===== src/rtl/sfr_pkg.sv =====
// sfr_pkg: shared types and constants of the serial frame receiver.
// No dependencies; imported by sfr_front, sfr_cmd_fifo, sfr_back and serial_frame_receiver.
package sfr_pkg;

    localparam int MAX_FRAME_DEF = 64;
    localparam int LEN_W         = 7;
    localparam int CNT_W         = 16;
    localparam int CFG_W         = 16;
    localparam int CMD_DEPTH     = 2;

    localparam logic [7:0] FILLER_BYTE = 8'hAA;

    localparam logic [7:0]  START_RST   = 8'd16;
    localparam logic [7:0]  END_RST     = 8'd3;
    localparam logic [15:0] TIMEOUT_RST = 16'd100;

    typedef enum logic [1:0] {
        ST_PAYLOAD = 2'd0,
        ST_EMPTY   = 2'd1,
        ST_CKSUM   = 2'd2,
        ST_OVF     = 2'd3
    } status_t;

    typedef enum logic [1:0] {
        CFG_START   = 2'd0,
        CFG_END     = 2'd1,
        CFG_TIMEOUT = 2'd2
    } cfg_idx_t;

    typedef struct packed {
        logic [7:0]  start_byte;
        logic [7:0]  end_byte;
        logic [15:0] timeout_ticks;
    } cfg_t;

    // One entry of the front-to-back queue: a payload run or a single status beat.
    typedef struct packed {
        status_t            status;
        logic [LEN_W-1:0]   len;
        logic [CNT_W-1:0]   frames;
        logic [CNT_W-1:0]   errors;
        logic [CNT_W-1:0]   lost;
    } cmd_t;

endpackage


===== src/rtl/sfr_if.sv =====
// sfr_in_if / sfr_out_if: valid-ready channels of the serial frame receiver.
// Depends on nothing but the field widths of the block.
interface sfr_in_if;
    logic       valid;
    logic       ready;
    logic       kind;
    logic [7:0] rx_byte;

    modport source (output valid, output kind, output rx_byte, input ready);
    modport sink   (input valid, input kind, input rx_byte, output ready);
endinterface

interface sfr_out_if;
    logic        valid;
    logic        ready;
    logic [7:0]  data;
    logic        last;
    logic [1:0]  status;
    logic [6:0]  frame_length;
    logic [15:0] frames_seen;
    logic [15:0] errors_seen;
    logic [15:0] lost_seen;

    modport source (output valid, output data, output last, output status,
                    output frame_length, output frames_seen, output errors_seen,
                    output lost_seen, input ready);
    modport sink   (input valid, input data, input last, input status,
                    input frame_length, input frames_seen, input errors_seen,
                    input lost_seen, output ready);
endinterface


===== src/rtl/sfr_ram.sv =====
// sfr_ram: generic simple dual-port RAM, one write port, one registered read port.
// No dependencies.
module sfr_ram #(
    parameter int WIDTH = 8,
    parameter int DEPTH = 64
) (
    input  logic                     clk,
    input  logic                     we,
    input  logic [$clog2(DEPTH)-1:0] waddr,
    input  logic [WIDTH-1:0]         wdata,
    input  logic                     re,
    input  logic [$clog2(DEPTH)-1:0] raddr,
    output logic [WIDTH-1:0]         rdata
);
    logic [WIDTH-1:0] mem [DEPTH];

    always_ff @(posedge clk)
    begin
        if (we)
        begin
            mem[waddr] <= wdata;
        end
        if (re)
        begin
            rdata <= mem[raddr];
        end
    end
endmodule


===== src/rtl/sfr_front.sv =====
// sfr_front: byte/tick parser of the serial frame receiver; fills the payload
// buffer and queues one command per checked or overflowed frame. Uses sfr_pkg.
module sfr_front #(
    parameter int MAX_FRAME = sfr_pkg::MAX_FRAME_DEF
) (
    input  logic                         clk,
    input  logic                         rst_n,
    input  sfr_pkg::cfg_t                cfg,
    input  logic                         item_valid,
    input  logic                         item_kind,
    input  logic [7:0]                   item_byte,
    output logic                         item_ready,
    input  logic                         run_done,
    input  logic                         queue_full,
    output logic                         push,
    output sfr_pkg::cmd_t                push_cmd,
    output logic                         wr_en,
    output logic [$clog2(MAX_FRAME)-1:0] wr_addr,
    output logic [7:0]                   wr_data
);
    import sfr_pkg::*;

    localparam int AW   = $clog2(MAX_FRAME);
    localparam int WI_W = $clog2(MAX_FRAME + 1);

    typedef enum logic [2:0] {PH_IDLE, PH_OPEN1, PH_BODY, PH_ESC, PH_CHECK} phase_t;

    phase_t            phase_reg, phase_next;
    logic [7:0]        xor_reg, xor_next;
    logic [7:0]        bc_reg, bc_next;
    logic [WI_W-1:0]   wi_reg, wi_next;
    logic [15:0]       timer_reg, timer_next;
    logic [CNT_W-1:0]  frames_reg, frames_next;
    logic [CNT_W-1:0]  errors_reg, errors_next;
    logic [CNT_W-1:0]  lost_reg, lost_next;
    logic              busy_reg, busy_next;
    logic              pend_reg, pend_next;
    logic [AW-1:0]     pend_addr_reg, pend_addr_next;
    logic [7:0]        pend_data_reg, pend_data_next;
    logic              accept;
    status_t           push_status;

    // Input stalls while the buffer is being read out, the second byte of an
    // escaped pair is still to be written, or the command queue is full.
    assign item_ready = !busy_reg && !pend_reg && !queue_full;
    assign accept     = item_valid && item_ready;

    always_comb
    begin
        phase_next     = phase_reg;
        xor_next       = xor_reg;
        bc_next        = bc_reg;
        wi_next        = wi_reg;
        timer_next     = timer_reg;
        frames_next    = frames_reg;
        errors_next    = errors_reg;
        lost_next      = lost_reg;
        busy_next      = busy_reg;
        pend_next      = 1'b0;
        pend_addr_next = pend_addr_reg;
        pend_data_next = pend_data_reg;
        push           = 1'b0;
        push_status    = ST_PAYLOAD;
        wr_en          = 1'b0;
        wr_addr        = wi_reg[AW-1:0];
        wr_data        = item_byte;

        if (run_done)
        begin
            busy_next = 1'b0;
        end

        if (pend_reg)
        begin
            wr_en   = 1'b1;
            wr_addr = pend_addr_reg;
            wr_data = pend_data_reg;
        end

        if (accept)
        begin
            if (item_kind)
            begin
                if (timer_reg >= cfg.timeout_ticks)
                begin
                    phase_next = PH_IDLE;
                end
                else
                begin
                    timer_next = timer_reg + 16'd1;
                end
            end
            else
            begin
                timer_next = '0;
                bc_next    = bc_reg + 8'd1;
                unique case (phase_reg)
                    PH_IDLE:
                    begin
                        if (item_byte == cfg.start_byte)
                        begin
                            phase_next = PH_OPEN1;
                        end
                        else if (item_byte != FILLER_BYTE)
                        begin
                            lost_next = lost_reg + CNT_W'(1);
                        end
                    end
                    PH_OPEN1:
                    begin
                        if (item_byte == cfg.start_byte)
                        begin
                            phase_next = PH_BODY;
                            xor_next   = '0;
                            wi_next    = '0;
                            bc_next    = 8'd2;
                        end
                        else
                        begin
                            phase_next = PH_IDLE;
                        end
                    end
                    PH_BODY:
                    begin
                        xor_next = xor_reg ^ item_byte;
                        if (item_byte == cfg.start_byte)
                        begin
                            phase_next = PH_ESC;
                        end
                        else if (wi_reg == WI_W'(MAX_FRAME))
                        begin
                            phase_next  = PH_IDLE;
                            errors_next = errors_reg + CNT_W'(1);
                            push        = 1'b1;
                            push_status = ST_OVF;
                        end
                        else
                        begin
                            wr_en   = 1'b1;
                            wr_data = item_byte;
                            wi_next = wi_reg + WI_W'(1);
                        end
                    end
                    PH_ESC:
                    begin
                        xor_next = xor_reg ^ item_byte;
                        if (item_byte == cfg.end_byte)
                        begin
                            phase_next = PH_CHECK;
                        end
                        else if (wi_reg >= WI_W'(MAX_FRAME - 1))
                        begin
                            phase_next  = PH_IDLE;
                            errors_next = errors_reg + CNT_W'(1);
                            push        = 1'b1;
                            push_status = ST_OVF;
                        end
                        else
                        begin
                            // literal start byte now, the escaped byte next cycle
                            wr_en          = 1'b1;
                            wr_data        = cfg.start_byte;
                            pend_next      = 1'b1;
                            pend_addr_next = wi_reg[AW-1:0] + AW'(1);
                            pend_data_next = item_byte;
                            wi_next        = wi_reg + WI_W'(2);
                            phase_next     = PH_BODY;
                        end
                    end
                    PH_CHECK:
                    begin
                        frames_next = frames_reg + CNT_W'(1);
                        phase_next  = PH_IDLE;
                        push        = 1'b1;
                        if ((xor_reg ^ bc_next) == item_byte)
                        begin
                            if (wi_reg == '0)
                            begin
                                push_status = ST_EMPTY;
                            end
                            else
                            begin
                                push_status = ST_PAYLOAD;
                                busy_next   = 1'b1;
                            end
                        end
                        else
                        begin
                            errors_next = errors_reg + CNT_W'(1);
                            push_status = ST_CKSUM;
                        end
                    end
                    default:
                    begin
                        phase_next = PH_IDLE;
                    end
                endcase
            end
        end

        push_cmd.status = push_status;
        push_cmd.len    = (push_status == ST_EMPTY) ? '0 : LEN_W'(wi_reg);
        push_cmd.frames = frames_next;
        push_cmd.errors = errors_next;
        push_cmd.lost   = lost_next;
    end

    always_ff @(posedge clk or negedge rst_n)
    begin
        if (!rst_n)
        begin
            phase_reg     <= PH_IDLE;
            xor_reg       <= '0;
            bc_reg        <= '0;
            wi_reg        <= '0;
            timer_reg     <= '0;
            frames_reg    <= '0;
            errors_reg    <= '0;
            lost_reg      <= '0;
            busy_reg      <= 1'b0;
            pend_reg      <= 1'b0;
            pend_addr_reg <= '0;
            pend_data_reg <= '0;
        end
        else
        begin
            phase_reg     <= phase_next;
            xor_reg       <= xor_next;
            bc_reg        <= bc_next;
            wi_reg        <= wi_next;
            timer_reg     <= timer_next;
            frames_reg    <= frames_next;
            errors_reg    <= errors_next;
            lost_reg      <= lost_next;
            busy_reg      <= busy_next;
            pend_reg      <= pend_next;
            pend_addr_reg <= pend_addr_next;
            pend_data_reg <= pend_data_next;
        end
    end
endmodule


===== src/rtl/sfr_cmd_fifo.sv =====
// sfr_cmd_fifo: short command queue between front and back.
// Uses sfr_pkg (cmd_t, CMD_DEPTH).
module sfr_cmd_fifo (
    input  logic          clk,
    input  logic          rst_n,
    input  logic          push,
    input  sfr_pkg::cmd_t push_cmd,
    input  logic          pop,
    output sfr_pkg::cmd_t head,
    output logic          empty,
    output logic          full
);
    import sfr_pkg::*;

    localparam int PW = $clog2(CMD_DEPTH);
    localparam int CW = $clog2(CMD_DEPTH + 1);

    cmd_t          entry_reg [CMD_DEPTH];
    logic [PW-1:0] wr_ptr_reg, wr_ptr_next;
    logic [PW-1:0] rd_ptr_reg, rd_ptr_next;
    logic [CW-1:0] count_reg, count_next;
    logic          do_push;
    logic          do_pop;

    assign empty   = (count_reg == '0);
    assign full    = (count_reg == CW'(CMD_DEPTH));
    assign head    = entry_reg[rd_ptr_reg];
    assign do_push = push && !full;
    assign do_pop  = pop && !empty;

    always_comb
    begin
        wr_ptr_next = wr_ptr_reg;
        rd_ptr_next = rd_ptr_reg;
        count_next  = count_reg;
        if (do_push)
        begin
            wr_ptr_next = (wr_ptr_reg == PW'(CMD_DEPTH - 1)) ? '0 : wr_ptr_reg + PW'(1);
        end
        if (do_pop)
        begin
            rd_ptr_next = (rd_ptr_reg == PW'(CMD_DEPTH - 1)) ? '0 : rd_ptr_reg + PW'(1);
        end
        if (do_push && !do_pop)
        begin
            count_next = count_reg + CW'(1);
        end
        else if (do_pop && !do_push)
        begin
            count_next = count_reg - CW'(1);
        end
    end

    always_ff @(posedge clk or negedge rst_n)
    begin
        if (!rst_n)
        begin
            wr_ptr_reg <= '0;
            rd_ptr_reg <= '0;
            count_reg  <= '0;
        end
        else
        begin
            wr_ptr_reg <= wr_ptr_next;
            rd_ptr_reg <= rd_ptr_next;
            count_reg  <= count_next;
        end
    end

    always_ff @(posedge clk)
    begin
        if (do_push)
        begin
            entry_reg[wr_ptr_reg] <= push_cmd;
        end
    end
endmodule


===== src/rtl/sfr_back.sv =====
// sfr_back: drains queued commands into result beats, reading payload runs
// from the frame buffer. Uses sfr_pkg.
module sfr_back #(
    parameter int MAX_FRAME = sfr_pkg::MAX_FRAME_DEF
) (
    input  logic                         clk,
    input  logic                         rst_n,
    input  sfr_pkg::cmd_t                head,
    input  logic                         empty,
    output logic                         pop,
    output logic                         run_done,
    output logic                         rd_en,
    output logic [$clog2(MAX_FRAME)-1:0] rd_addr,
    input  logic [7:0]                   rd_data,
    sfr_out_if.source                    result
);
    import sfr_pkg::*;

    localparam int AW = $clog2(MAX_FRAME);

    typedef enum logic [1:0] {B_IDLE, B_READ, B_LOAD} bstate_t;

    bstate_t           state_reg;
    cmd_t              cmd_reg;
    logic [AW-1:0]     idx_reg;
    logic              valid_reg;
    logic [7:0]        data_reg;
    logic              last_reg;
    status_t           status_reg;
    logic [LEN_W-1:0]  len_reg;
    logic [CNT_W-1:0]  frames_reg;
    logic [CNT_W-1:0]  errors_reg;
    logic [CNT_W-1:0]  lost_reg;
    logic              out_free;
    logic              is_last;
    logic              load_beat;

    assign out_free = !valid_reg || result.ready;
    assign pop      = (state_reg == B_IDLE) && !empty
                      && ((head.status == ST_PAYLOAD) || out_free);
    assign rd_en    = (state_reg == B_READ);
    assign rd_addr  = idx_reg;
    assign is_last  = (LEN_W'(idx_reg) + LEN_W'(1)) == cmd_reg.len;
    // buffer is released once its final byte has left the read port
    assign run_done = (state_reg == B_LOAD) && out_free && is_last;
    // output register takes a new beat this cycle
    assign load_beat = ((state_reg == B_IDLE) && pop && (head.status != ST_PAYLOAD))
                       || ((state_reg == B_LOAD) && out_free);

    assign result.valid        = valid_reg;
    assign result.data         = data_reg;
    assign result.last         = last_reg;
    assign result.status       = status_reg;
    assign result.frame_length = len_reg;
    assign result.frames_seen  = frames_reg;
    assign result.errors_seen  = errors_reg;
    assign result.lost_seen    = lost_reg;

    always_ff @(posedge clk or negedge rst_n)
    begin
        if (!rst_n)
        begin
            state_reg  <= B_IDLE;
            cmd_reg    <= '0;
            idx_reg    <= '0;
            valid_reg  <= 1'b0;
            data_reg   <= '0;
            last_reg   <= 1'b0;
            status_reg <= ST_PAYLOAD;
            len_reg    <= '0;
            frames_reg <= '0;
            errors_reg <= '0;
            lost_reg   <= '0;
        end
        else
        begin
            if (load_beat)
            begin
                valid_reg <= 1'b1;
            end
            else if (result.ready)
            begin
                valid_reg <= 1'b0;
            end
            unique case (state_reg)
                B_IDLE:
                begin
                    if (pop)
                    begin
                        if (head.status == ST_PAYLOAD)
                        begin
                            cmd_reg   <= head;
                            idx_reg   <= '0;
                            state_reg <= B_READ;
                        end
                        else
                        begin
                            data_reg   <= '0;
                            last_reg   <= 1'b1;
                            status_reg <= head.status;
                            len_reg    <= head.len;
                            frames_reg <= head.frames;
                            errors_reg <= head.errors;
                            lost_reg   <= head.lost;
                        end
                    end
                end
                B_READ:
                begin
                    state_reg <= B_LOAD;
                end
                B_LOAD:
                begin
                    if (out_free)
                    begin
                        data_reg   <= rd_data;
                        last_reg   <= is_last;
                        status_reg <= ST_PAYLOAD;
                        len_reg    <= cmd_reg.len;
                        frames_reg <= cmd_reg.frames;
                        errors_reg <= cmd_reg.errors;
                        lost_reg   <= cmd_reg.lost;
                        if (is_last)
                        begin
                            state_reg <= B_IDLE;
                        end
                        else
                        begin
                            idx_reg   <= idx_reg + AW'(1);
                            state_reg <= B_READ;
                        end
                    end
                end
                default:
                begin
                    state_reg <= B_IDLE;
                end
            endcase
        end
    end
endmodule


===== src/rtl/serial_frame_receiver.sv =====
// serial_frame_receiver: recovers start-byte framed messages from a stream of
// received bytes and idle ticks. A byte or tick is taken every cycle while the
// parser is free; an escaped literal pair holds off input while its second
// buffer write is done. A good frame of N payload bytes holds off input after
// its checksum beat, and through any result-side stalls, while the run
// is read out of the frame buffer (read, then load the output register, per
// beat). Status beats (empty frame, checksum error, overflow) go through a
// two-entry queue and hold off input only while that queue is full.
// Depends on sfr_pkg, sfr_if, sfr_ram, sfr_front, sfr_cmd_fifo and sfr_back.
module serial_frame_receiver #(
    parameter int MAX_FRAME = sfr_pkg::MAX_FRAME_DEF
) (
    input  logic                      clk,
    input  logic                      rst_n,
    sfr_in_if.sink                    item,
    sfr_out_if.source                 result,
    input  logic                      cfg_we,
    input  logic [1:0]                cfg_index,
    input  logic [sfr_pkg::CFG_W-1:0] cfg_data
);
    import sfr_pkg::*;

    localparam int AW = $clog2(MAX_FRAME);

    cfg_t           cfg_reg;
    logic           push;
    cmd_t           push_cmd;
    logic           pop;
    cmd_t           head;
    logic           empty;
    logic           full;
    logic           run_done;
    logic           wr_en;
    logic [AW-1:0]  wr_addr;
    logic [7:0]     wr_data;
    logic           rd_en;
    logic [AW-1:0]  rd_addr;
    logic [7:0]     rd_data;
    logic           front_ready;

    assign item.ready = front_ready;

    always_ff @(posedge clk or negedge rst_n)
    begin
        if (!rst_n)
        begin
            cfg_reg.start_byte    <= START_RST;
            cfg_reg.end_byte      <= END_RST;
            cfg_reg.timeout_ticks <= TIMEOUT_RST;
        end
        else if (cfg_we)
        begin
            unique case (cfg_index)
                CFG_START:   cfg_reg.start_byte    <= cfg_data[7:0];
                CFG_END:     cfg_reg.end_byte      <= cfg_data[7:0];
                CFG_TIMEOUT: cfg_reg.timeout_ticks <= cfg_data[15:0];
                default:     cfg_reg               <= cfg_reg;
            endcase
        end
    end

    sfr_front #(.MAX_FRAME(MAX_FRAME)) u_front (
        .clk        (clk),
        .rst_n      (rst_n),
        .cfg        (cfg_reg),
        .item_valid (item.valid),
        .item_kind  (item.kind),
        .item_byte  (item.rx_byte),
        .item_ready (front_ready),
        .run_done   (run_done),
        .queue_full (full),
        .push       (push),
        .push_cmd   (push_cmd),
        .wr_en      (wr_en),
        .wr_addr    (wr_addr),
        .wr_data    (wr_data)
    );

    sfr_ram #(.WIDTH(8), .DEPTH(MAX_FRAME)) u_buf (
        .clk   (clk),
        .we    (wr_en),
        .waddr (wr_addr),
        .wdata (wr_data),
        .re    (rd_en),
        .raddr (rd_addr),
        .rdata (rd_data)
    );

    sfr_cmd_fifo u_queue (
        .clk      (clk),
        .rst_n    (rst_n),
        .push     (push),
        .push_cmd (push_cmd),
        .pop      (pop),
        .head     (head),
        .empty    (empty),
        .full     (full)
    );

    sfr_back #(.MAX_FRAME(MAX_FRAME)) u_back (
        .clk      (clk),
        .rst_n    (rst_n),
        .head     (head),
        .empty    (empty),
        .pop      (pop),
        .run_done (run_done),
        .rd_en    (rd_en),
        .rd_addr  (rd_addr),
        .rd_data  (rd_data),
        .result   (result)
    );
endmodule


===== src/flat_wrapper.sv =====
// flat-port wrapper written by rule: the top's interface ports become plain ports
module serial_frame_receiver_flat import sfr_pkg::*;
#(
    parameter int MAX_FRAME = sfr_pkg::MAX_FRAME_DEF
)
  (clk, rst_n, cfg_we, cfg_index, cfg_data, item_valid, item_kind, item_rx_byte, item_ready, result_valid, result_data, result_last, result_status, result_frame_length, result_frames_seen, result_errors_seen, result_lost_seen, result_ready);
  sfr_in_if item_i ();
  sfr_out_if result_i ();
  input  logic clk;
  input  logic rst_n;
  input  logic cfg_we;
  input  logic [1:0] cfg_index;
  input  logic [sfr_pkg::CFG_W-1:0] cfg_data;
  input wire logic [$bits(item_i.valid)-1:0] item_valid;
  input wire logic [$bits(item_i.kind)-1:0] item_kind;
  input wire logic [$bits(item_i.rx_byte)-1:0] item_rx_byte;
  output wire logic [$bits(item_i.ready)-1:0] item_ready;
  output wire logic [$bits(result_i.valid)-1:0] result_valid;
  output wire logic [$bits(result_i.data)-1:0] result_data;
  output wire logic [$bits(result_i.last)-1:0] result_last;
  output wire logic [$bits(result_i.status)-1:0] result_status;
  output wire logic [$bits(result_i.frame_length)-1:0] result_frame_length;
  output wire logic [$bits(result_i.frames_seen)-1:0] result_frames_seen;
  output wire logic [$bits(result_i.errors_seen)-1:0] result_errors_seen;
  output wire logic [$bits(result_i.lost_seen)-1:0] result_lost_seen;
  input wire logic [$bits(result_i.ready)-1:0] result_ready;
  assign item_i.valid = item_valid;
  assign item_i.kind = item_kind;
  assign item_i.rx_byte = item_rx_byte;
  assign item_ready = item_i.ready;
  assign result_valid = result_i.valid;
  assign result_data = result_i.data;
  assign result_last = result_i.last;
  assign result_status = result_i.status;
  assign result_frame_length = result_i.frame_length;
  assign result_frames_seen = result_i.frames_seen;
  assign result_errors_seen = result_i.errors_seen;
  assign result_lost_seen = result_i.lost_seen;
  assign result_i.ready = result_ready;
  serial_frame_receiver #(.MAX_FRAME(MAX_FRAME)) u_core (.clk(clk), .rst_n(rst_n), .item(item_i), .result(result_i), .cfg_we(cfg_we), .cfg_index(cfg_index), .cfg_data(cfg_data));
endmodule

===== config.mk =====
export PLATFORM = sky130hd
export DESIGN_NAME = serial_frame_receiver_flat
export DESIGN_NICKNAME = d
export VERILOG_FILES = /design/src/rtl/sfr_pkg.sv /design/src/rtl/sfr_if.sv /design/src/rtl/sfr_ram.sv /design/src/rtl/sfr_front.sv /design/src/rtl/sfr_cmd_fifo.sv /design/src/rtl/sfr_back.sv /design/src/rtl/serial_frame_receiver.sv /design/src/flat_wrapper.sv
export SDC_FILE = /design/constraint.sdc
export NUM_CORES = 1
export LEC_CHECK = 0
export BUFFER_PORTS_ARGS = -buffer_cell sky130_fd_sc_hd__clkbuf_2
export CAP_MARGIN = 20
export CORE_ASPECT_RATIO = 2
export CORE_MARGIN = 5
export CORE_UTILIZATION = 62
export CTS_BUF_LIST = sky130_fd_sc_hd__clkbuf_16
export CTS_CLUSTER_DIAMETER = 50
export CTS_CLUSTER_SIZE = 24
export DETAILED_ROUTE_END_ITERATION = 10
export PLACE_DENSITY = 0.79
export SKIP_CTS_REPAIR_TIMING = 1
export SYNTH_ARGS = -nofsm -noshare
export SYNTH_HDL_FRONTEND = slang
export SYNTH_HIERARCHICAL = 1
export SYNTH_SLANG_ARGS = --single-unit

===== constraint.sdc =====
create_clock -name clk -period 5.4 [get_ports clk]
set_input_delay 0.27 -clock clk [delete_from_list [all_inputs] [get_ports clk]]
set_output_delay 0.27 -clock clk [all_outputs]
set_load 0.05 [all_outputs]

Yosys cells after proc, flatten, opt, wreduce, memory -nomap -nowiden
Memory sizes are Yosys's and may differ from the RTL's. A register that Yosys moved wholly into a read port is not among the register bits.
Index checks and enable logic that the tools add are counted.
{ "classes": {"add_sub_neg": 14, "n_lt_le_gt_ge": 2, "eq_ne": 30, "n_mux": 130, "bitwise_logic": 5, "reduce_logical": 49} }
{ "op_table": {"columns": ["op", "n"], "rows": [
  ["16-bit two-way mux", 26],
  ["8-bit two-way mux", 13],
  ["16-bit case mux with 2 select lines", 3],
  ["16-bit by 1-bit adder with 16-bit output, second input constant", 4],
  ["7-bit two-way mux", 9],
  ["16-bit case mux with 3 select lines", 1],
  ["8-bit case mux with 2 select lines", 3],
  ["1-bit two-way mux", 37],
  ["2-bit two-way mux", 17],
  ["6-bit two-way mux", 5],
  ["8-bit == test", 3],
  ["7-bit case mux with 3 select lines", 1],
  ["2-bit != test, second input constant", 10],
  ["3-bit two-way mux", 6],
  ["16-bit greater-or-equal comparator", 1],
  ["8-bit bitwise XOR", 2],
  ["7-bit case mux with 2 select lines", 1],
  ["1-bit logical AND", 13],
  ["6-bit by 1-bit adder with 6-bit output, second input constant", 2],
  ["2-bit case mux with 3 select lines", 2],
  ["3-bit case mux with 4 select lines", 1],
  ["6-bit case mux with 2 select lines", 1],
  ["4-bit AND reduction", 3],
  ["2-bit AND reduction", 5],
  ["34 further kinds", 61]
]} }
{ "word_totals": {"register_bits": 272, "mem_bits_rw": 626, "in_bits": 32, "output_inout_bits": 68, "elab_cells": 264, "mem_count": 2} }
{ "memory_table": {"columns": ["memory", "depth", "width", "rd", "rd_ports_with_merged_regs", "wr", "line_no", "text"], "rows": [
  ["u_core.u_buf.mem", 64, 8, 1, 1, 1, "sfr_ram.sv:15", "logic [WIDTH-1:0] mem [DEPTH];"],
  ["u_core.u_queue.entry_reg", 2, 57, 1, 0, 1, "sfr_cmd_fifo.sv:18", "cmd_t entry_reg [CMD_DEPTH];"]
]} }

Logic depth before layout (Yosys ltp)
Gate-level depths: netlist (run 1).
{ "logic_depth": {"ltp_word": 11, "mapped_depth": 14, "mapped_depth_nobuf": 13} }

Modules after synthesis
Netlist (run 1), hierarchy kept.
{ "modules_own_cells": {"columns": ["mod", "n_inst", "cells_each", "area_each_um2", "seq_area_each_um2"], "rows": [
  ["sfr_ram", 1, 972, 20270.7, 15615.0],
  ["sfr_front", 1, 706, 6550.0, 2652.5],
  ["sfr_back", 1, 526, 5504.0, 3253.1],
  ["sfr_cmd_fifo", 1, 196, 4385.5, 3523.4],
  ["serial_frame_receiver", 1, 68, 1229.9, 808.3]
]} }

Worst setup path after synthesis (run 1)
Ideal clock, no wire load.
{ "synth_path": {"path_kind": "reg-to-reg", "start": "register u_core.u_queue.count_reg[0]", "end": "memory u_core.u_buf.mem[0][3] (data pin)", "setup_ps": 702, "t_arrival_ps": 4844, "required_time_ps": 4698, "setup_slack_ps": -145, "path_stages_with_launch": 8, "path_buffers": 1, "synth_period_minus_slack_ps": 5545, "path_cell_list": "dfrtp_1 -> nand2b_1 -> inv_1 -> nor3_1 -> and2_1 -> nand2_1 -> clkbuf_1 -> o21ai_0"} }
{ "synth_between": {"elab_chain_cells": 5} }
{ "synth_lines": {"columns": ["element", "line_no", "text"], "rows": [
  ["from (decl)", "sfr_cmd_fifo.sv:21", "logic [CW-1:0] count_reg, count_next;"],
  ["from (signal assigned)", "sfr_cmd_fifo.sv:66", "count_reg <= count_next;"],
  ["2-bit == test", "sfr_cmd_fifo.sv:26", "assign full = (count_reg == CW'(CMD_DEPTH));"],
  ["via u_core.full", "serial_frame_receiver.sv:31", "logic full;"],
  ["1-bit logical NOT", "sfr_front.sv:45", "assign item_ready = !busy_reg && !pend_reg && !queue_full;"],
  ["1-bit logical AND", "sfr_front.sv:45", null],
  ["via item_ready", "flat_wrapper.sv:17", "output wire logic [$bits(item_i.ready)-1:0] item_ready;"],
  ["1-bit logical AND", "sfr_front.sv:46", "assign accept = item_valid && item_ready;"],
  ["8-bit two-way mux", "sfr_front.sv:80", "if (accept)"],
  ["via u_core.wr_data[3]", "serial_frame_receiver.sv:35", "logic [7:0] wr_data;"],
  ["to (decl)", "sfr_ram.sv:15", null]
]} }
The timed path passes the listed nets, and every way through them passes these cells.

Final worst setup path (run 1)
{ "layout_path": {"start": "register u_core.u_front.pend_reg", "end": "memory u_core.u_buf.mem[57][0] (enable)"} }
{ "layout_between": {"elab_chain_cells": 8, "elab_cells_between_ends": 15, "classes_between": "mux: 11; reduce/logical: 4"} }
{ "layout_lines": {"columns": ["element", "line_no", "text"], "rows": [
  ["from (decl)", "sfr_front.sv:37", "logic pend_reg, pend_next;"],
  ["from (signal assigned)", "sfr_front.sv:236", "pend_reg <= pend_next;"],
  ["1-bit two-way mux", "sfr_front.sv:73", "if (pend_reg)"],
  ["1-bit two-way mux (on tied branches)", "sfr_front.sv:151, sfr_front.sv:130", null],
  ["1-bit two-way mux (on tied branches)", "sfr_front.sv:147, sfr_front.sv:126", null],
  ["1-bit case mux with 2 select lines", "sfr_front.sv:97", "unique case (phase_reg)"],
  ["1-bit two-way mux", "sfr_front.sv:82", "if (item_kind)"],
  ["1-bit two-way mux (*)", "sfr_front.sv:80", null],
  ["via u_core.wr_en", "serial_frame_receiver.sv:33", "logic wr_en;"],
  ["1-bit two-way mux (*)", "sfr_ram.sv:19", "if (we)"],
  ["1-bit two-way mux (implied by the code) (*)", "sfr_ram.sv:21", "mem[waddr] <= wdata;"]
]} }
Mark *: on every way through the listed nets, which the timed path passes. The rest lies on a longest branch.

==> results of run 1 <==
-- logic make-up (layout without fill, tap and decap cells) --
kind of cell,Yosys count,count (layout)
simple gates,665,665
xor+xnor,94,94
mux,308,308
buf+inv,171,276
compound gates,298,298
flops,906,906
fa+ha+maj,26,26
-- how the worst max path moves through the flow --
| stage | to | slack [ns] | depth (start not counted) | from |
|---|---|---|---|---|
| after detailed placement | u_core/u_buf/mem[57][3]$_DFFE_PP_ | 1.40 | 9 | u_core/u_front/pend_reg$_DFF_PN0_ |
| final | u_core/u_buf/mem[57][0]$_DFFE_PP_ | 1.31 | 9 | u_core/u_front/pend_reg$_DFF_PN0_ |
| after global placement | u_core/u_buf/mem[25][0]$_DFFE_PP_ | 1.50 | 9 | u_core/u_front/pend_reg$_DFF_PN0_ |
| after CTS | u_core/u_buf/mem[57][0]$_DFFE_PP_ | 1.37 | 9 | u_core/u_front/pend_reg$_DFF_PN0_ |
| after floorplan | u_core/u_buf/mem[0][3]$_DFFE_PP_ | -0.15 | 7 | u_core/u_queue/count_reg[0]$_DFFE_PN0P_ |
| after global routing | u_core/u_buf/mem[50][3]$_DFFE_PP_ | 1.02 | 9 | u_core/u_front/pend_reg$_DFF_PN0_ |
-- worst min-delay path, cell delays in order --
cell	delay, ns
clkbuf_2	0.19
nand2_1	0.10
o21ai_0	0.06
-- synthesized netlist by cell type, types with 8 or more instances --
cell,instances,area [sq um]
nand2_1,234,878.3
nor2_1,208,780.8
nand2b_1,15,93.84
ha_1,26,325.3
buf_6,15,168.9
mux2i_1,20,200.2
dfrtp_1,266,6656
a22o_1,13,113.9
nor2b_1,17,106.4
clkbuf_1,74,277.8
mux2_2,144,1622
and3_1,21,131.4
a31oi_1,73,456.7
o221ai_1,8,70.07
buf_2,23,115.1
or3_1,11,68.82
nor3_1,14,70.07
o31ai_1,9,67.56
inv_1,35,131.4
and2_1,9,56.30
a21oi_1,23,115.1
xor2_1,36,315.3
xnor2_1,56,490.5
or2_2,12,75.07
a22oi_1,11,82.58
nand3_1,53,265.3
buf_4,13,97.59
o21ai_0,72,360.4
nand4_1,22,137.6
mux4_2,124,2793
edfxtp_1,634,19040
o22ai_1,26,162.7
mux2_4,20,300.3
-- power breakdown --
group	internal, mW	leakage, nW	switching (mW)	total, mW
clock network	1.69	0.757	2.17	3.86
registers	7.48	8.90	0.0460	7.53
logic	0.117	5.11	0.207	0.324
total	9.29	14.8	2.43	11.7
-- final cells by class --
type	count	share of cell area (%)
flip-flops and latches	906	63.55
repair buffers	158	2.496
clock inverters	32	0.5011
inverters	37	0.3412
well taps	780	2.398
clock buffers	49	3.013
multi-input cells	1391	27.71
-- through the flow --
stage	worst slack, ns	total power [mW]	area, sq um
2_1_floorplan	-0.1452	7.844	37940
3_3_place_gp	1.505	7.981	39100
3_5_place_dp	1.399	7.994	39100
6_report	1.308	11.71	40700
5_1_grt	1.019	12.08	40700
4_1_cts	1.372	11.79	40530
-- per-layer routing --
layer  GRT usage (%)  vias up  wire length [um]  part of all wire (%)
met3           3.435      274              5069                   5.6
met5               0        -                 0                     0
met1           29.44    10980             28410                    32
met4           17.27        0              7335                   8.1
met2           49.53      897             49340                    55
li1                -     9445                 -                     -
==> impl_metrics.csv, run 1 <==
group,metric,value,unit
yosys,yosysSeqAreaShare,68.14,%
cts,cts_tree,"built",
yosys,muxShareOfSynthArea,12.95,%
detailed_routing,drtPass1Iterations,6,
detailed_routing,wl,90150,um
floorplanning,initial_utilization,62.34,%
placement,dp_cells,3255,
detailed_routing,vias,21590,
yosys,syn_area,0.03794,sq mm
sta,max_freq,244.4,MHz
yosys,synth_top_family_by_area,"multiplexers",
sta,finClkSkew,0.04599,ns
cts,clk_pin_slew,0.10,ns
finish,fillers,4026,
worst_setup_path,critPathBufInv,1,
worst_setup_path,r2r_end,"u_core/u_buf/mem[57][0]$_DFFE_PP_",
cts,worst_skew_pair.late_latency,0.63,ns
finish,largest_reg_flops,512,
power,powerDensity,287.8,mW/mm^2
yosys,syn_inst,2468,
worst_setup_path,critPathTopFamily,"simple AND/OR/NAND/NOR gates",
finish,diodes,0,
flow_run,cap_violations,0,
cts,clkSinkCount,906,
min_path,hold_start,"item_rx_byte[5]",
sta,whs,0.04908,ns
min_path,min_to,"u_core/u_front/xor_reg[5]$_DFFE_PN0P_",
placement,dp_hpwl,62710,um
power,vdd_drop_max,0.0002201,V
sta,rsz0062_at_grt,"false",
detailed_routing,drt_iter0_drc,1832,
yosys,synth_xor_area_share,2.246,%
yosys,synthFlopType,"edfxtp_1",
floorplanning,io_pins,100,
yosys,synth_compound_area_share,5.283,%
detailed_routing,viasPerCell,6.440,
placement,port_buffers,99,
yosys,syn_nets,2526,
yosys,synthAdderAreaFrac,0.8574,%
floorplanning,rows,128,
cts,h-tree-depth,2,
sta,tns,0,ns
worst_setup_path,timing.rr.start,"u_core/u_front/pend_reg$_DFF_PN0_",
global_routing,grt_pass1_wl,135700,um
sta,relSlewSlack,31.76,%
finish,area_growth,7.272,%
sta,period_needed,4.092,ns
yosys,ys_seq_elements,906,
worst_setup_path,endpoint_kind,"flop",
global_routing,grt_use_total,27.23,%
sta,setup_viol,0,
worst_setup_path,crit_arrival,4.34,ns
floorplanning,die_h,359.8,um
worst_setup_path,rrSetupSlack,1.31,ns
worst_setup_path,cp_slowest_cell,"nor2_1",
worst_setup_path,crit_chain,"nor3_1 > and2_1 > nand2_1 > nor2_2 > o21ai_0 > o21bai_1 > buf_4 > nand3_1 > nor2_1",
detailed_routing,ant_nets,0,
yosys,yosysWarnings,6,
global_routing,grt_max_degree,114,
finish,mostFrequentLayoutCells,"edfxtp_1, dfrtp_1, nand2_1",
placement,gp_congestion,0.9597,
worst_setup_path,ff2ff_path_depth,9,
sta,slew_viol_final,0,
min_path,min_path_type,"input pin to flop",
finish,final_nets,2599,
global_routing,overflow,0,
finish,seqCellArea,0.02586,sq mm
sta,hold_violations,0,
power,power.leakage,14.77,nW
finish,multi_input_area,0.01128,sq mm
detailed_routing,wl_per_cell,26.89,um
worst_setup_path,start_kind,"flop",
yosys,synthSimpleGateAreaFrac,8.179,%
global_routing,antenna_found_initial,0,
worst_setup_path,cp_max_fo,19,
sta,worstMarginPinSlew,1.024,ns
worst_setup_path,setup.worst_path.class,"flop to flop",
detailed_routing,drc,0,
cts,cts_buffer_depth,3,
worst_setup_path,required,5.65,ns
outcome,status,"finished, final reports clean",
finish,final_cells,3353,
cts,numCtsBuffers,47,
yosys,synthArstFlopShare,30.02,%
finish,utilization,66.88,%
yosys,syn_area_per_cell,15.37,sq um
floorplanning,core-area,0.06086,sq mm
finish,drive_gt1_share,21.80,%
global_routing,grt_pass1_vias,22260,
sta,fin_crit_sh,75.77,%
floorplanning,die_area,0.06654,sq mm
worst_setup_path,cp_slowest_stage_delay,0.81,ns
floorplanning,die_w,184.9,um
cts,clock-root-buffer,"clkbuf_16",
yosys,ys_types,93,
min_path,hold_depth,3,
finish,layout_commonest_cell,"edfxtp_1",
yosys,synth_edf_count,634,
Note: power is estimated with default switching activity, not from simulation.
==> run 2: changes to the inputs <==
Settings changed: CORE_UTILIZATION 62 to 56, PLACE_DENSITY 0.79 to 0.76.
Clock period 5.4 ns to 3.3 ns, I/O delays scaled along.
==> impl_metrics.csv, run 2 (synthesized netlist as in run 1, its figures left out) <==
group,metric,value,unit
sta,slew_viol_final,0,
worst_setup_path,endpoint_kind,"flop",
detailed_routing,drc,0,
floorplanning,die_w,194.1,um
power,powerDensity,458.4,mW/mm^2
global_routing,gr-max-usage-layer,"met2",
finish,seqCellArea,0.02586,sq mm
global_routing,use_met2,36.31,%
cts,worst_skew_pair.late_latency,0.64,ns
finish,final_nets,2661,
floorplanning,io_pins,100,
sta,max_freq,311.0,MHz
sta,fin_crit_sh,97.44,%
sta,worstMarginPinSlew,0.8046,ns
global_routing,overflow,0,
finish,mostFrequentLayoutCells,"edfxtp_1, dfrtp_1, nand2_1",
cts,numCtsBuffers,47,
global_routing,groute.layer.met3.usage,3.356,%
detailed_routing,viasPerCell,6.154,
global_routing,grt_max_degree,96,
power,vdd_drop_max,0.0005024,V
outcome,status,"finished, final reports clean",
floorplanning,initial_utilization,56.29,%
detailed_routing,wl,81080,um
worst_setup_path,crit_arrival,3.49,ns
cts,clkSinkCount,906,
worst_setup_path,required,3.57,ns
finish,layout_commonest_cell,"edfxtp_1",
global_routing,grt_pass1_vias,21630,
detailed_routing,wl_per_cell,22.99,um
finish,drive_gt1_share,25.30,%
cts,cts_buffer_depth,3,
cts,h-tree-depth,2,
worst_setup_path,setup.worst_path.class,"flop to flop",
cts,clk_pin_slew,0.09,ns
sta,tns,0,ns
sta,finClkSkew,0.02723,ns
min_path,min_path_type,"input pin to flop",
global_routing,met1_usage,31.72,%
sta,period_needed,3.216,ns
sta,setup_viol,0,
worst_setup_path,rrSetupSlack,0.08,ns
sta,relSlewSlack,46.16,%
global_routing,grt_use_total,22.12,%
detailed_routing,drtPass1Iterations,5,
finish,largest_reg_flops,512,
sta,rsz0062_at_grt,"true",
placement,dp_hpwl,53170,um
worst_setup_path,cp_max_fo,8,
power,power.leakage,15.17,nW
finish,fin_area,0.04190,sq mm
floorplanning,die_area,0.07337,sq mm
finish,multi_input_area,0.01159,sq mm
finish,area_growth,10.44,%
floorplanning,rows,135,
cts,cts_tree,"built",
floorplanning,core-area,0.06740,sq mm
finish,fillers,4830,
floorplanning,die_h,378.1,um
placement,gp_congestion,0.8964,
sta,hold_violations,0,
global_routing,grt_pass1_wl,127800,um
placement,port_buffers,99,
worst_setup_path,start_kind,"flop",
detailed_routing,ant_nets,0,
detailed_routing,drt_iter0_drc,2294,
flow_run,cap_violations,0,
detailed_routing,vias,21710,
global_routing,antenna_found_initial,2,
cts,clock-root-buffer,"clkbuf_16",
placement,placed_area,0.03996,sq mm
## run 2: final cells by class
cell class	count	area share (%)
inverters	37	0.3315
flip-flops and latches	906	61.72
diodes	1	0.005972
clock buffers	48	2.867
repair buffers	220	4.163
multi-input cells	1391	27.65
clock inverters	34	0.6032
well taps	890	2.658
## run 2: path summary, 6_finish.rpt
path | from | end | cells past startpoint
worst max-delay path | u_core/u_front/wi_reg[1]$_DFFE_PN0P_ | u_core/u_buf/mem[5][4]$_DFFE_PP_ | 10
worst min-delay path | cfg_index[0] | u_core/cfg_reg[25]$_DFFE_PN0P_ | 3
worst max register to register | u_core/u_front/wi_reg[1]$_DFFE_PN0P_ | u_core/u_buf/mem[5][4]$_DFFE_PP_ | 10
worst min register to register | u_core/u_front/pend_addr_reg[1]$_DFFE_PN0P_ | u_core/u_front/pend_addr_reg[1]$_DFFE_PN0P_ | 2
max in group asynchronous | rst_n | u_core/u_front/errors_reg[2]$_DFF_PN0_ | 3
min in group asynchronous | rst_n | u_core/u_back/cmd_reg[10]$_DFFE_PN0P_ | 2
## run 2: worst max-delay path: stages (launching register included)
cell and delay (ns):
dfrtp_1 0.44, ha_1 0.27, nand2_1 0.11, nand2_1 0.06, a41oi_1 0.25, nor2b_1 0.21, o21ai_1 0.14, o21bai_4 0.26
inv_1 0.13, or2_1 0.42, nor2_1 0.59
## run 2: power breakdown
part | leakage (nW) | switching [mW] | internal [mW]
Sequential | 8.90 | 0.0643 | 12.2
Combinational | 5.49 | 0.325 | 0.217
Clock | 0.783 | 3.56 | 2.80
Total | 15.2 | 3.95 | 15.3
## run 2: per-stage QoR
stage | hold slack [ns] | setup WS, ns | util [%] | power, mW | std cells
3_3_place_gp | 0.2570 | 0.1347 | 59.30 | 13.06 | 3414
2_1_floorplan | -0.1306 | -0.1069 | - | 12.83 | 2468
5_1_grt | 0.001802 | -0.1006 | 62.17 | 19.87 | 3526
3_5_place_dp | 0.2596 | 0.009720 | 59.30 | 13.08 | 3414
4_1_cts | -0.4423 | -0.01920 | 61.46 | 19.36 | 3496
6_report | 0.02146 | 0.08434 | 62.17 | 19.21 | 3527
## run 2: routing by layer
metal,vias up,routed length [um]
met1,11050,32900
met3,135,6010
met2,946,39960
met5,-,13
met4,2,2192
li1,9576,-
